--- src/rtl/sh64w_pkg.sv ---
// Shared constants, command types and bit-mixing functions for the 64-bit
// word-stream string hash. No dependencies; imported by sh64w_dp, sh64w_ctrl and the top level.
package sh64w_pkg;

    localparam int unsigned WORD_W = 64;
    localparam int unsigned HALF_W = WORD_W / 2;

    localparam logic [WORD_W-1:0] MIX_MULT = 64'h3C79AC492BA7B653;
    localparam logic [HALF_W-1:0] MULT_LO  = MIX_MULT[HALF_W-1:0];
    localparam logic [HALF_W-1:0] MULT_HI  = MIX_MULT[WORD_W-1:HALF_W];
    localparam int unsigned MIX_ROT  = 21;
    localparam int unsigned XS_RIGHT = 7;
    localparam int unsigned XS_LEFT  = 9;

    // Partial-product steps of the shared 32x32 multiplier.
    typedef logic [1:0] mul_sel_t;
    localparam mul_sel_t MUL_LO_LO = 2'd0;
    localparam mul_sel_t MUL_HI_LO = 2'd1;
    localparam mul_sel_t MUL_LO_HI = 2'd2;

    typedef struct packed {
        logic     op_load_chunk;
        logic     op_load_final;
        logic     mul_en;
        mul_sel_t mul_sel;
        logic     acc_load;
        logic     acc_first;
        logic     acc_clear;
        logic     prod_clear;
        logic     out_load;
    } sh64w_cmd_t;

    function automatic logic [WORD_W-1:0] mix_pre(input logic [WORD_W-1:0] v);
        logic [WORD_W-1:0] rl;
        logic [WORD_W-1:0] rr;
        rl = (v << MIX_ROT) | (v >> (WORD_W - MIX_ROT));
        rr = (v >> MIX_ROT) | (v << (WORD_W - MIX_ROT));
        return v ^ rl ^ rr;
    endfunction

    function automatic logic [WORD_W-1:0] acc_shift(input logic [WORD_W-1:0] v);
        logic [WORD_W-1:0] t;
        t = v ^ (v >> XS_RIGHT);
        return t ^ (t << XS_LEFT);
    endfunction

    function automatic logic [WORD_W-1:0] swap_bytes(input logic [WORD_W-1:0] v);
        logic [WORD_W-1:0] r;
        for (int i = 0; i < WORD_W / 8; i++)
        begin
            r[8*i +: 8] = v[WORD_W - 8 - 8*i +: 8];
        end
        return r;
    endfunction

endpackage

--- src/rtl/sh64w_word_if.sv ---
// Input channel of the string hash: one 64-bit string chunk and its flags
// per word. No dependencies.
interface sh64w_word_if;
    logic        valid;
    logic        ready;
    logic [63:0] chunk;
    logic        first_of_string;
    logic        last_of_string;
    logic        empty_string;

    modport source(output valid, chunk, first_of_string, last_of_string, empty_string,
                   input ready);
    modport sink(input valid, chunk, first_of_string, last_of_string, empty_string,
                 output ready);
endinterface

--- src/rtl/sh64w_hash_if.sv ---
// Output channel of the string hash: one finished 64-bit hash per word.
// No dependencies.
interface sh64w_hash_if;
    logic        valid;
    logic        ready;
    logic [63:0] hash_value;

    modport source(output valid, hash_value, input ready);
    modport sink(input valid, hash_value, output ready);
endinterface

--- src/rtl/sh64w_dp.sv ---
// Datapath of the string hash: operand, product, accumulator and result
// registers around one shared 32x32 multiplier. Depends on sh64w_pkg.
module sh64w_dp (
    input  logic                       clk,
    input  logic                       rst_n,
    input  sh64w_pkg::sh64w_cmd_t      cmd,
    input  logic [sh64w_pkg::WORD_W-1:0] chunk,
    output logic [sh64w_pkg::WORD_W-1:0] hash_value
);
    import sh64w_pkg::*;

    logic [WORD_W-1:0]   op_reg;
    logic [WORD_W-1:0]   prod_reg;
    logic [WORD_W-1:0]   acc_reg;
    logic [WORD_W-1:0]   hash_reg;
    logic [WORD_W-1:0]   acc_next;
    logic [HALF_W-1:0]   mul_a;
    logic [HALF_W-1:0]   mul_b;
    logic [WORD_W-1:0]   mul_p;

    always_comb
    begin
        unique case (cmd.mul_sel)
            MUL_LO_LO:
            begin
                mul_a = op_reg[HALF_W-1:0];
                mul_b = MULT_LO;
            end
            MUL_HI_LO:
            begin
                mul_a = op_reg[WORD_W-1:HALF_W];
                mul_b = MULT_LO;
            end
            MUL_LO_HI:
            begin
                mul_a = op_reg[HALF_W-1:0];
                mul_b = MULT_HI;
            end
            default:
            begin
                mul_a = op_reg[HALF_W-1:0];
                mul_b = MULT_LO;
            end
        endcase
    end

    assign mul_p = WORD_W'(mul_a) * WORD_W'(mul_b);

    assign acc_next = cmd.acc_first ? prod_reg : (acc_shift(acc_reg) + prod_reg);

    // Operand register: the pre-mixed chunk, or the byte-swapped accumulator
    // for the final multiply of a string.
    always_ff @(posedge clk)
    begin
        if (cmd.op_load_chunk)
            op_reg <= mix_pre(chunk);
        else if (cmd.op_load_final)
            op_reg <= swap_bytes(acc_next);
    end

    // The low 64 bits of op * MIX_MULT take three partial products; the two
    // cross terms only touch the upper half.
    always_ff @(posedge clk)
    begin
        if (cmd.prod_clear)
            prod_reg <= '0;
        else if (cmd.mul_en)
        begin
            if (cmd.mul_sel == MUL_LO_LO)
                prod_reg <= mul_p;
            else
                prod_reg[WORD_W-1:HALF_W] <= prod_reg[WORD_W-1:HALF_W] + mul_p[HALF_W-1:0];
        end
    end

    always_ff @(posedge clk or negedge rst_n)
    begin
        if (!rst_n)
            acc_reg <= '0;
        else if (cmd.acc_clear)
            acc_reg <= '0;
        else if (cmd.acc_load)
            acc_reg <= acc_next;
    end

    always_ff @(posedge clk)
    begin
        if (cmd.out_load)
            hash_reg <= prod_reg;
    end

    assign hash_value = hash_reg;

endmodule

--- src/rtl/sh64w_ctrl.sv ---
// Controller of the string hash: sequences accept, three multiply steps,
// the accumulator update and the final mix, and owns the output valid.
// Depends on sh64w_pkg.
module sh64w_ctrl (
    input  logic                  clk,
    input  logic                  rst_n,
    input  logic                  in_valid,
    input  logic                  first_of_string,
    input  logic                  last_of_string,
    input  logic                  empty_string,
    output logic                  in_ready,
    input  logic                  out_ready,
    output logic                  out_valid,
    output sh64w_pkg::sh64w_cmd_t cmd
);
    import sh64w_pkg::*;

    localparam logic [2:0] S_IDLE = 3'd0;
    localparam logic [2:0] S_MUL0 = 3'd1;
    localparam logic [2:0] S_MUL1 = 3'd2;
    localparam logic [2:0] S_MUL2 = 3'd3;
    localparam logic [2:0] S_ACC  = 3'd4;
    localparam logic [2:0] S_OUT  = 3'd5;

    logic [2:0] state_reg;
    logic [2:0] state_next;
    logic       first_reg;
    logic       first_next;
    logic       last_reg;
    logic       last_next;
    logic       final_reg;
    logic       final_next;
    logic       out_valid_reg;
    logic       out_valid_next;

    always_comb
    begin
        state_next = state_reg;
        first_next = first_reg;
        last_next  = last_reg;
        final_next = final_reg;
        in_ready   = 1'b0;
        cmd        = '0;
        cmd.mul_sel = MUL_LO_LO;

        unique case (state_reg)
            S_IDLE:
            begin
                in_ready = 1'b1;
                if (in_valid)
                begin
                    if (empty_string)
                    begin
                        cmd.acc_clear  = 1'b1;
                        cmd.prod_clear = 1'b1;
                        state_next     = S_OUT;
                    end
                    else
                    begin
                        cmd.op_load_chunk = 1'b1;
                        first_next        = first_of_string;
                        last_next         = last_of_string;
                        final_next        = 1'b0;
                        state_next        = S_MUL0;
                    end
                end
            end
            S_MUL0:
            begin
                cmd.mul_en  = 1'b1;
                cmd.mul_sel = MUL_LO_LO;
                state_next  = S_MUL1;
            end
            S_MUL1:
            begin
                cmd.mul_en  = 1'b1;
                cmd.mul_sel = MUL_HI_LO;
                state_next  = S_MUL2;
            end
            S_MUL2:
            begin
                cmd.mul_en  = 1'b1;
                cmd.mul_sel = MUL_LO_HI;
                state_next  = final_reg ? S_OUT : S_ACC;
            end
            S_ACC:
            begin
                cmd.acc_load  = 1'b1;
                cmd.acc_first = first_reg;
                if (last_reg)
                begin
                    cmd.op_load_final = 1'b1;
                    final_next        = 1'b1;
                    state_next        = S_MUL0;
                end
                else
                    state_next = S_IDLE;
            end
            S_OUT:
            begin
                // Wait here only while the previous hash is still unclaimed.
                if (!out_valid_reg || out_ready)
                begin
                    cmd.out_load = 1'b1;
                    state_next   = S_IDLE;
                end
            end
            default:
            begin
                state_next = S_IDLE;
            end
        endcase
    end

    always_comb
    begin
        if (cmd.out_load)
            out_valid_next = 1'b1;
        else if (out_ready)
            out_valid_next = 1'b0;
        else
            out_valid_next = out_valid_reg;
    end

    always_ff @(posedge clk or negedge rst_n)
    begin
        if (!rst_n)
        begin
            state_reg     <= S_IDLE;
            first_reg     <= 1'b0;
            last_reg      <= 1'b0;
            final_reg     <= 1'b0;
            out_valid_reg <= 1'b0;
        end
        else
        begin
            state_reg     <= state_next;
            first_reg     <= first_next;
            last_reg      <= last_next;
            final_reg     <= final_next;
            out_valid_reg <= out_valid_next;
        end
    end

    assign out_valid = out_valid_reg;

endmodule

--- src/rtl/string_hash64_word_stream_top.sv ---
// Top level of the 64-bit word-stream string hash.
// Depends on sh64w_pkg, sh64w_word_if, sh64w_hash_if, sh64w_ctrl and sh64w_dp.
//
// Usage:
//   words  (sink)   : one 64-bit little-endian chunk per word, presented from
//                     the string's end toward its start, with first, last and
//                     empty flags. A word is taken when valid and ready are high.
//   hashes (source) : one 64-bit hash per string, after the word that carries
//                     last_of_string or empty_string.
// Flow control: after a chunk is accepted, ready stays low through three steps
// of the shared 32x32 multiplier and then the accumulator update, so the next
// word is taken only once the current one is done.
// A word that ends a string adds the final multiply after that update: ready
// returns in the same cycle that its hash becomes valid.
// An empty string loads a zero hash.
// The shared multiplier is used three times per 64-bit product.
// The hash sits in an output register, so a stalled receiver only holds the
// block when the next hash is ready to be loaded; further chunks are taken
// meanwhile. Reset clears the accumulator to zero and the output valid.
module string_hash64_word_stream_top (
    input  logic         clk,
    input  logic         rst_n,
    sh64w_word_if.sink   words,
    sh64w_hash_if.source hashes
);
    import sh64w_pkg::*;

    sh64w_cmd_t cmd;

    sh64w_ctrl u_ctrl (
        .clk             (clk),
        .rst_n           (rst_n),
        .in_valid        (words.valid),
        .first_of_string (words.first_of_string),
        .last_of_string  (words.last_of_string),
        .empty_string    (words.empty_string),
        .in_ready        (words.ready),
        .out_ready       (hashes.ready),
        .out_valid       (hashes.valid),
        .cmd             (cmd)
    );

    sh64w_dp u_dp (
        .clk        (clk),
        .rst_n      (rst_n),
        .cmd        (cmd),
        .chunk      (words.chunk),
        .hash_value (hashes.hash_value)
    );

    // At most one of chunk load, multiply, accumulator load, output load and accumulator clear is issued in any cycle.
    a_cmd_exclusive: assert property (@(posedge clk) disable iff (!rst_n)
        $onehot0({cmd.op_load_chunk, cmd.mul_en, cmd.acc_load, cmd.out_load, cmd.acc_clear}))
        else $error("overlapping datapath commands");

    // A new hash never overwrites one the receiver has not taken.
    a_no_overwrite: assert property (@(posedge clk) disable iff (!rst_n)
        cmd.out_load |-> (!hashes.valid || hashes.ready))
        else $error("hash register overwritten while stalled");

    // Words are processed one at a time.
    a_one_at_a_time: assert property (@(posedge clk) disable iff (!rst_n)
        (words.valid && words.ready) |=> !words.ready)
        else $error("word accepted while previous word still in work");

    // The hash register is loaded only as the sequence leaves its last step, and each load sets the output valid.
    a_load_then_valid: assert property (@(posedge clk) disable iff (!rst_n)
        cmd.out_load |=> hashes.valid)
        else $error("hash loaded without valid");

endmodule
--- src/flat_wrapper.sv ---
// flat-port wrapper written by rule: the top's interface ports become plain ports
module string_hash64_word_stream_top_flat import sh64w_pkg::*;
  (clk, rst_n, words_valid, words_chunk, words_first_of_string, words_last_of_string, words_empty_string, words_ready, hashes_valid, hashes_hash_value, hashes_ready);
  sh64w_word_if words_i ();
  sh64w_hash_if hashes_i ();
  input  logic clk;
  input  logic rst_n;
  input wire logic [$bits(words_i.valid)-1:0] words_valid;
  input wire logic [$bits(words_i.chunk)-1:0] words_chunk;
  input wire logic [$bits(words_i.first_of_string)-1:0] words_first_of_string;
  input wire logic [$bits(words_i.last_of_string)-1:0] words_last_of_string;
  input wire logic [$bits(words_i.empty_string)-1:0] words_empty_string;
  output wire logic [$bits(words_i.ready)-1:0] words_ready;
  output wire logic [$bits(hashes_i.valid)-1:0] hashes_valid;
  output wire logic [$bits(hashes_i.hash_value)-1:0] hashes_hash_value;
  input wire logic [$bits(hashes_i.ready)-1:0] hashes_ready;
  assign words_i.valid = words_valid;
  assign words_i.chunk = words_chunk;
  assign words_i.first_of_string = words_first_of_string;
  assign words_i.last_of_string = words_last_of_string;
  assign words_i.empty_string = words_empty_string;
  assign words_ready = words_i.ready;
  assign hashes_valid = hashes_i.valid;
  assign hashes_hash_value = hashes_i.hash_value;
  assign hashes_i.ready = hashes_ready;
  string_hash64_word_stream_top u_core (.clk(clk), .rst_n(rst_n), .words(words_i), .hashes(hashes_i));
endmodule
--- config.mk ---
export PLATFORM = sky130hd
export DESIGN_NAME = string_hash64_word_stream_top_flat
export DESIGN_NICKNAME = d
export VERILOG_FILES = /design/src/rtl/sh64w_pkg.sv /design/src/rtl/sh64w_word_if.sv /design/src/rtl/sh64w_hash_if.sv /design/src/rtl/sh64w_dp.sv /design/src/rtl/sh64w_ctrl.sv /design/src/rtl/string_hash64_word_stream_top.sv /design/src/flat_wrapper.sv
export SDC_FILE = /design/constraint.sdc
export NUM_CORES = 2
export LEC_CHECK = 0
export BUFFER_PORTS_ARGS = -buffer_cell sky130_fd_sc_hd__clkbuf_2
export CAP_MARGIN = 25
export CORE_UTILIZATION = 66
export CTS_BUF_LIST = sky130_fd_sc_hd__clkbuf_8
export DETAILED_ROUTE_END_ITERATION = 8
export PLACE_DENSITY = 0.86
export RECOVER_POWER = 25
export SETUP_SLACK_MARGIN = 0.05
export SLEW_MARGIN = 20
export SYNTH_ARGS = -nofsm -noshare
export SYNTH_HDL_FRONTEND = slang
export SYNTH_SLANG_ARGS = --single-unit
--- constraint.sdc ---
create_clock -name clk -period 11.46 [get_ports clk]
set_clock_uncertainty 0.05 [all_clocks]
set_input_delay 1.719 -clock clk [delete_from_list [all_inputs] [get_ports clk]]
set_output_delay 1.719 -clock clk [all_outputs]
set_load 0.05 [all_outputs]
Yosys cells after proc, flatten, opt, wreduce, memory -nomap -nowiden
Index checks and enable logic that the tools add are counted.
Widths: inputs -> output; s select.

word-level totals
  input port bits = 71
  register bits = 263

cells by class
  equality and inequality tests = 11
  reduce and logical (&&, ||, !) cells = 12
  multiplexer cells = 33
  bitwise gates (word level) = 7
  multipliers = 1
  add/sub/neg operators = 2

operators by type and width
  operator            count
  $mux 64             5
  $xor 64x64->64      3
  $add 64x64->64      1
  $mux 32             2
  $or 43x64->64       1
  $or 64x21->64       1
  $xor 64x57->64      1
  $mul 32x30->62      1
  $add 32x32->32      1
  $mux 29             1
  $pmux 3 s6          1
  $mux 1              15
  $mux 3              3
  $pmux 3 s3          1
  $mux 2              4
  $ne 2x2->1 const B  4
  $reduce_bool 2->1   4
  $eq 3x2->1 const B  2
  $eq 3x3->1 const B  2
  $reduce_and 2->1    2
  $reduce_and 4->1    1
  $eq 3x1->1 const B  1
  $logic_not 3->1     1
  $reduce_and 3->1    1
  7 further kinds     7

Longest topological paths before layout
  depth in word-level cells = 7
  depth in mapped cells = 43
  depth with buffers taken out = 39

Hierarchy
Synthesis repeated with hierarchy kept, for this count alone.

second synthesis, totals
  cell total of the unflattened synthesis = 4342
  area total of the unflattened synthesis = 41506.1 sq um

modules (own cells, without submodules)
  module      sequential area each (sq um)  cells each  area each (sq um)  times used
  sh64w_dp    6726.5                        4301        41071.9            1
  sh64w_ctrl  175.2                         41          434.2              1

Worst setup path after synthesis
Ideal clock, no wire load.

  path type = flip-flop to flip-flop
  start = register u_core.u_ctrl.state_reg[2]
  end = register u_core.u_dp.prod_reg[63]
  arrival = 9.667 ns
  period minus slack after synthesis = 9.791 ns
  path buffers = 3
  stages on the path, launching flop included = 38
  setup slack = 1.669 ns
  cell sequence = dfrtp_1 -> nand2b_1 -> clkbuf_1 -> nor2_1 -> buf_1 -> buf_1 -> mux2i_1 -> inv_1 -> nand2_1 -> inv_1 -> ha_1 -> fa_1 -> fa_1 -> fa_1 -> fa_1 -> inv_1 -> fa_1 -> inv_1 -> (+2 left out) -> ha_1 -> o21ai_0 -> o21ai_0 -> a31oi_1 -> nor2_1 -> nor3_1 -> xnor2_1 -> ha_1 -> a21o_1 -> a21o_1 -> a21o_1 -> nor3_1 -> a21oi_1 -> a31o_2 -> a211oi_1 -> xor2_1 -> or3_1 -> a31oi_1

between the ends
  word-level cells in the longest chain between the ends = 7
  elaborated cells on any way between the ends = 14

RTL lines
  element                                          RTL line           text
  start, declared                                  sh64w_ctrl.sv:25   logic [2:0] state_reg;
  start signal, assigned                           sh64w_ctrl.sv:137  state_reg <= state_next;
  $eq 3x2->1 / $eq 3x1->1 (equally long branches)  sh64w_ctrl.sv:46   unique case (state_reg)
  $pmux 3 s3 *                                     sh64w_ctrl.sv:46
  $eq 2x1->1 / $eq 2x2->1 (equally long branches)  sh64w_dp.sv:23     unique case (cmd.mul_sel)
  $mux 32 / $mux 29 (equally long branches)        sh64w_dp.sv:23
  $mul 32x30->62 *                                 sh64w_dp.sv:47     assign mul_p = WORD_W'(mul_a) * WORD_W'(mul_b);
  via u_core.u_dp.mul_p[22]                        sh64w_dp.sv:19     logic [WORD_W-1:0] mul_p;
  $add 32x32->32 *                                 sh64w_dp.sv:72     prod_reg[WORD_W-1:HALF_W] <= prod_reg[WORD_W-1:HALF_W] + mul_p[HALF_W-1:0];
  $mux 32 *                                        sh64w_dp.sv:69     if (cmd.mul_sel == MUL_LO_LO)
  end signal, assigned                             sh64w_dp.sv:70     prod_reg <= mul_p;
  end signal, assigned by index                    sh64w_dp.sv:72
  end, declared                                    sh64w_dp.sv:13     logic [WORD_W-1:0] prod_reg;

The timed path passes the listed nets; every way through them passes the cells marked *.
A chain may end at the register's enable or synchronous reset.

Final worst setup path
  start = register u_core.u_ctrl.state_reg[2]
  end = register u_core.u_dp.prod_reg[58]

between the ends
  word-level cells in the longest chain between the ends = 7
  elaborated cells on any way between the ends = 14

RTL lines
  element                                          RTL line
  $eq 3x2->1 / $eq 3x1->1 (equally long branches)  sh64w_ctrl.sv:46
  $pmux 3 s3                                       sh64w_ctrl.sv:46
  $eq 2x1->1 / $eq 2x2->1 (equally long branches)  sh64w_dp.sv:23
  $mux 32 / $mux 29 (equally long branches)        sh64w_dp.sv:23
  $mul 32x30->62                                   sh64w_dp.sv:47
  $add 32x32->32                                   sh64w_dp.sv:72
  $mux 32                                          sh64w_dp.sv:69

Several ways; a longest one is shown, not always the timed one.

==> out/summary.log <==
[run_status] outcome finished, violations left
[run_status] violations in the final reports capacitance limit, slew limit
[floorplan] core box area 62100 um2
[global_route] total track usage 47.4%
[global_route] remaining global-route overflow 0
[timing] final worst path period need 11130 ps
[clock_network] clock slew at the register clock pins of the worst setup and hold paths 70 ps
[routing] vias per std cell 6.45
[clock_network] CTS Buffer Depth 3
[critical_path] slowest cell delay on critical path 960 ps
[routing] Antenna Nets Post-Route 0
[timing] unrepaired setup endpoints after global routing no
[routing] WL final 149000 um
[timing] sum of negative setup slack 0 ps
[routing] 1st-pass router iterations 6
[finish] area used by multi-input combinational logic 31300 um2
[place] Placement Setup Slack 708 ps
[critical_path] Startpoint Class register
[routing] post-detailed-route wirelength per cell 27.7 um
[clock_network] level count of the clock H-tree 2
[timing] min setup slack post-route 330 ps
[clock_network] CTS sink cnt 263
[place] detailed-placement wirelength estimate 124000 um
[synthesis] flip-flop and latch count after synthesis 263
[clock_network] clock root cell sky130_fd_sc_hd__clkbuf_8
[routing] residual DRC count 0
[floorplan] total die area 64100 um2
[clock_network] number of buffers inserted by hold repair at cts 0
[synthesis] EDFF count, synth 128
[global_route] wire length of the first global-routing pass 219000 um
[timing] post-route fraction of the period consumed by the critical path 97.1%
[synthesis] fraction of the mapped netlist area in simple logic gates 9.25%
[global_route] number of global-route vias before repair 35.0k
[synthesis] Avg Inst Size Synth 9.45 um2
[synthesis] count of distinct cell types in the synthesized netlist 90
[global_route] pin count of the biggest net entering global routing 90
[timing] final count of hold timing violations 0
[synthesis] number of instances in the synthesized netlist 4406
[routing] DRC violation total after the first TritonRoute iteration 4241
[clock_network] insertion delay of the later-clocked pin in the worst-skew pair 610 ps
[floorplan] Initial Util 67.1%
[min_path] path type of the worst min-delay path register to register
[synthesis] asr flop ratio synth 27.0%
[finish] sequential cell area 6900 um2
[place] Port-buffer cells 136
[timing] max-slew violation total from the final report 69
[synthesis] Post-Synthesis Cell Area 41600 um2
[synthesis] synthesized-area fraction occupied by ao, oa, aoi and oai cells 12.5%
[clock_network] TritonCTS clock tree yes
[timing] maximum clock frequency 89.8 MHz
[synthesis] portion of netlist area occupied by mux cells 1.49%
[critical_path] Worst EP arrival 11530 ps
[critical_path] slowest cell on the critical path sky130_fd_sc_hd__a2111oi_0
[synthesis] xor/xnor share of the synthesized area 7.80%
[critical_path] Setup crit end kind register
[global_route] antenna violations before repair 10
[synthesis] post-synthesis sequential area ratio 16.6%
[floorplan] row cnt 91
[critical_path] crit path max fanout 22
[timing] transition at the pin with the smallest max-transition slack 4100 ps
[timing] slew margin rel. -173%
[floorplan] chip width 253 um
[finish] Final Net Count 5667
[place] global placer's final weighted congestion 1.15
[clock_network] number of resized instances in the post-cts repair step 0
[timing] Final setup violation count 0
[clock_network] CTS Buf Count 41
[timing] worst hold slack across all endpoints 458 ps
[finish] Filler Cells Inserted 4690
[synthesis] Synth Area in Adders 43.7%
[routing] via count of the routed design 34.7k
[critical_path] critical setup path kind register to register
[synthesis] commonest register cell after synthesis sky130_fd_sc_hd__edfxtp_1
[floorplan] chip height 253 um
[synthesis] Yosys warning count 0
[critical_path] critical path data required time 11860 ps
[run] number of maximum-capacitance constraint violations 1
[critical_path] Crit path top cell by count sky130_fd_sc_hd__fa_1
[clock_network] Post-CTS Setup Inserts 0
[finish] share of post-route cells with drive strength above 1 6.83%
[synthesis] combinational family with the most area after synthesis adder cells
[finish] layout overhead on the synthesized area 5.92%
[floorplan] number of placed I/O pins 137
[finish] final core utilization 71.1%
==> metrics by stage <==
stage,cell area [um2],std cells
2_1_floorplan,41800,4438
3_3_place_gp,43200,5295
3_5_place_dp,43200,5295
4_1_cts,44100,5371
5_1_grt,44100,5373
6_report,44100,5376
==> final timing paths <==
check                                            to  slack [ps]  depth (start not counted)                        from
min reg2reg                 u_core.u_ctrl.final_reg         460                          1     u_core.u_ctrl.final_reg
max reg2reg                u_core.u_dp.prod_reg[58]         330                         28  u_core.u_ctrl.state_reg[2]
min                         u_core.u_ctrl.final_reg         460                          1     u_core.u_ctrl.final_reg
max                        u_core.u_dp.prod_reg[58]         330                         28  u_core.u_ctrl.state_reg[2]
max in group asynchronous   u_core.u_dp.acc_reg[23]        6230                          2                       rst_n
min in group asynchronous   u_core.u_dp.acc_reg[42]         900                          1                       rst_n
==> cell usage after synthesis, types with 17 or more instances <==
cell                         n  area (um2)
sky130_fd_sc_hd__o22ai_1    17         106
sky130_fd_sc_hd__o21ai_0   176         881
sky130_fd_sc_hd__nand2_1   329        1230
sky130_fd_sc_hd__xnor2_1   217        1900
sky130_fd_sc_hd__nand4_1    38         238
sky130_fd_sc_hd__nand2b_1   22         138
sky130_fd_sc_hd__xor2_1    154        1350
sky130_fd_sc_hd__and3_1     37         231
sky130_fd_sc_hd__a211oi_1   27         203
sky130_fd_sc_hd__mux2i_1    43         430
sky130_fd_sc_hd__nor2b_1    25         156
sky130_fd_sc_hd__a21o_1     90         676
sky130_fd_sc_hd__o211ai_1   20         150
sky130_fd_sc_hd__a31oi_1    28         175
sky130_fd_sc_hd__clkbuf_1  130         488
sky130_fd_sc_hd__dfrtp_1    71        1780
sky130_fd_sc_hd__nor3_1     38         190
sky130_fd_sc_hd__fa_1      603       12100
sky130_fd_sc_hd__nor2_1    187         702
sky130_fd_sc_hd__o21bai_1   20         150
sky130_fd_sc_hd__inv_1     793        2980
sky130_fd_sc_hd__dfxtp_1    64        1280
sky130_fd_sc_hd__nand3_1    86         430
sky130_fd_sc_hd__mux2_2     17         191
sky130_fd_sc_hd__ha_1      490        6130
sky130_fd_sc_hd__edfxtp_1  128        3840
sky130_fd_sc_hd__a21oi_1   306        1530
==> critical path: cells and delay by family (launching register included) <==
family                     cells  cell delay [ps]
and+or+nand+nor                5             1110
adders and majority gates      9             4510
muxes                          1              660
buffers and inverters          5             1330
DFF                            1              520
AOI/OAI and AO/OA              8             2760
==> final cells by class <==
class	count	share of cell area, %
Multi-Input combinational cell	3227	71.0
Tap cell	837	2.37
Clock buffer	45	1.40
Timing Repair Buffer	177	2.20
Sequential cell	263	15.6
Inverter	793	6.75
Clock inverter	31	0.587
Antenna cell	3	0.0170
==> kinds of logic after synthesis <==
| kind of cell | after synthesis |
|---|---|
| fa+ha+maj | 1093 |
| buf+inv | 948 |
| simple gates | 836 |
| compound gates | 833 |
| xor+xnor | 371 |
| flops | 263 |
| mux | 60 |
| other cells | 2 |
==> layout by cell type (no fill, tap or decap), drive strengths merged, types with 37 or more instances in the layout <==
cell,Yosys,final
inv,793,808
fa,603,603
ha,490,490
nand2,330,330
a21oi,307,307
xnor2,217,217
nor2,187,187
o21ai,187,187
clkbuf,130,185
xor2,154,154
edfxtp,128,128
a21o,90,90
nand3,86,86
dfrtp,71,71
dfxtp,64,64
mux2i,43,43
nor3,40,40
nand4,38,38
buf,25,37
and3,37,37
==> metal layers <==
layer | wire length (um) | global-route usage [%]
met4 | 14100 | 35.4
met3 | 20900 | 16.0
met2 | 63900 | 70.9
met5 | 109 | 0
met1 | 50200 | 56.7
Power is left out: the tool's default activity adds up to more than one toggle a clock period on the data nets, which glitch-free logic cannot reach.
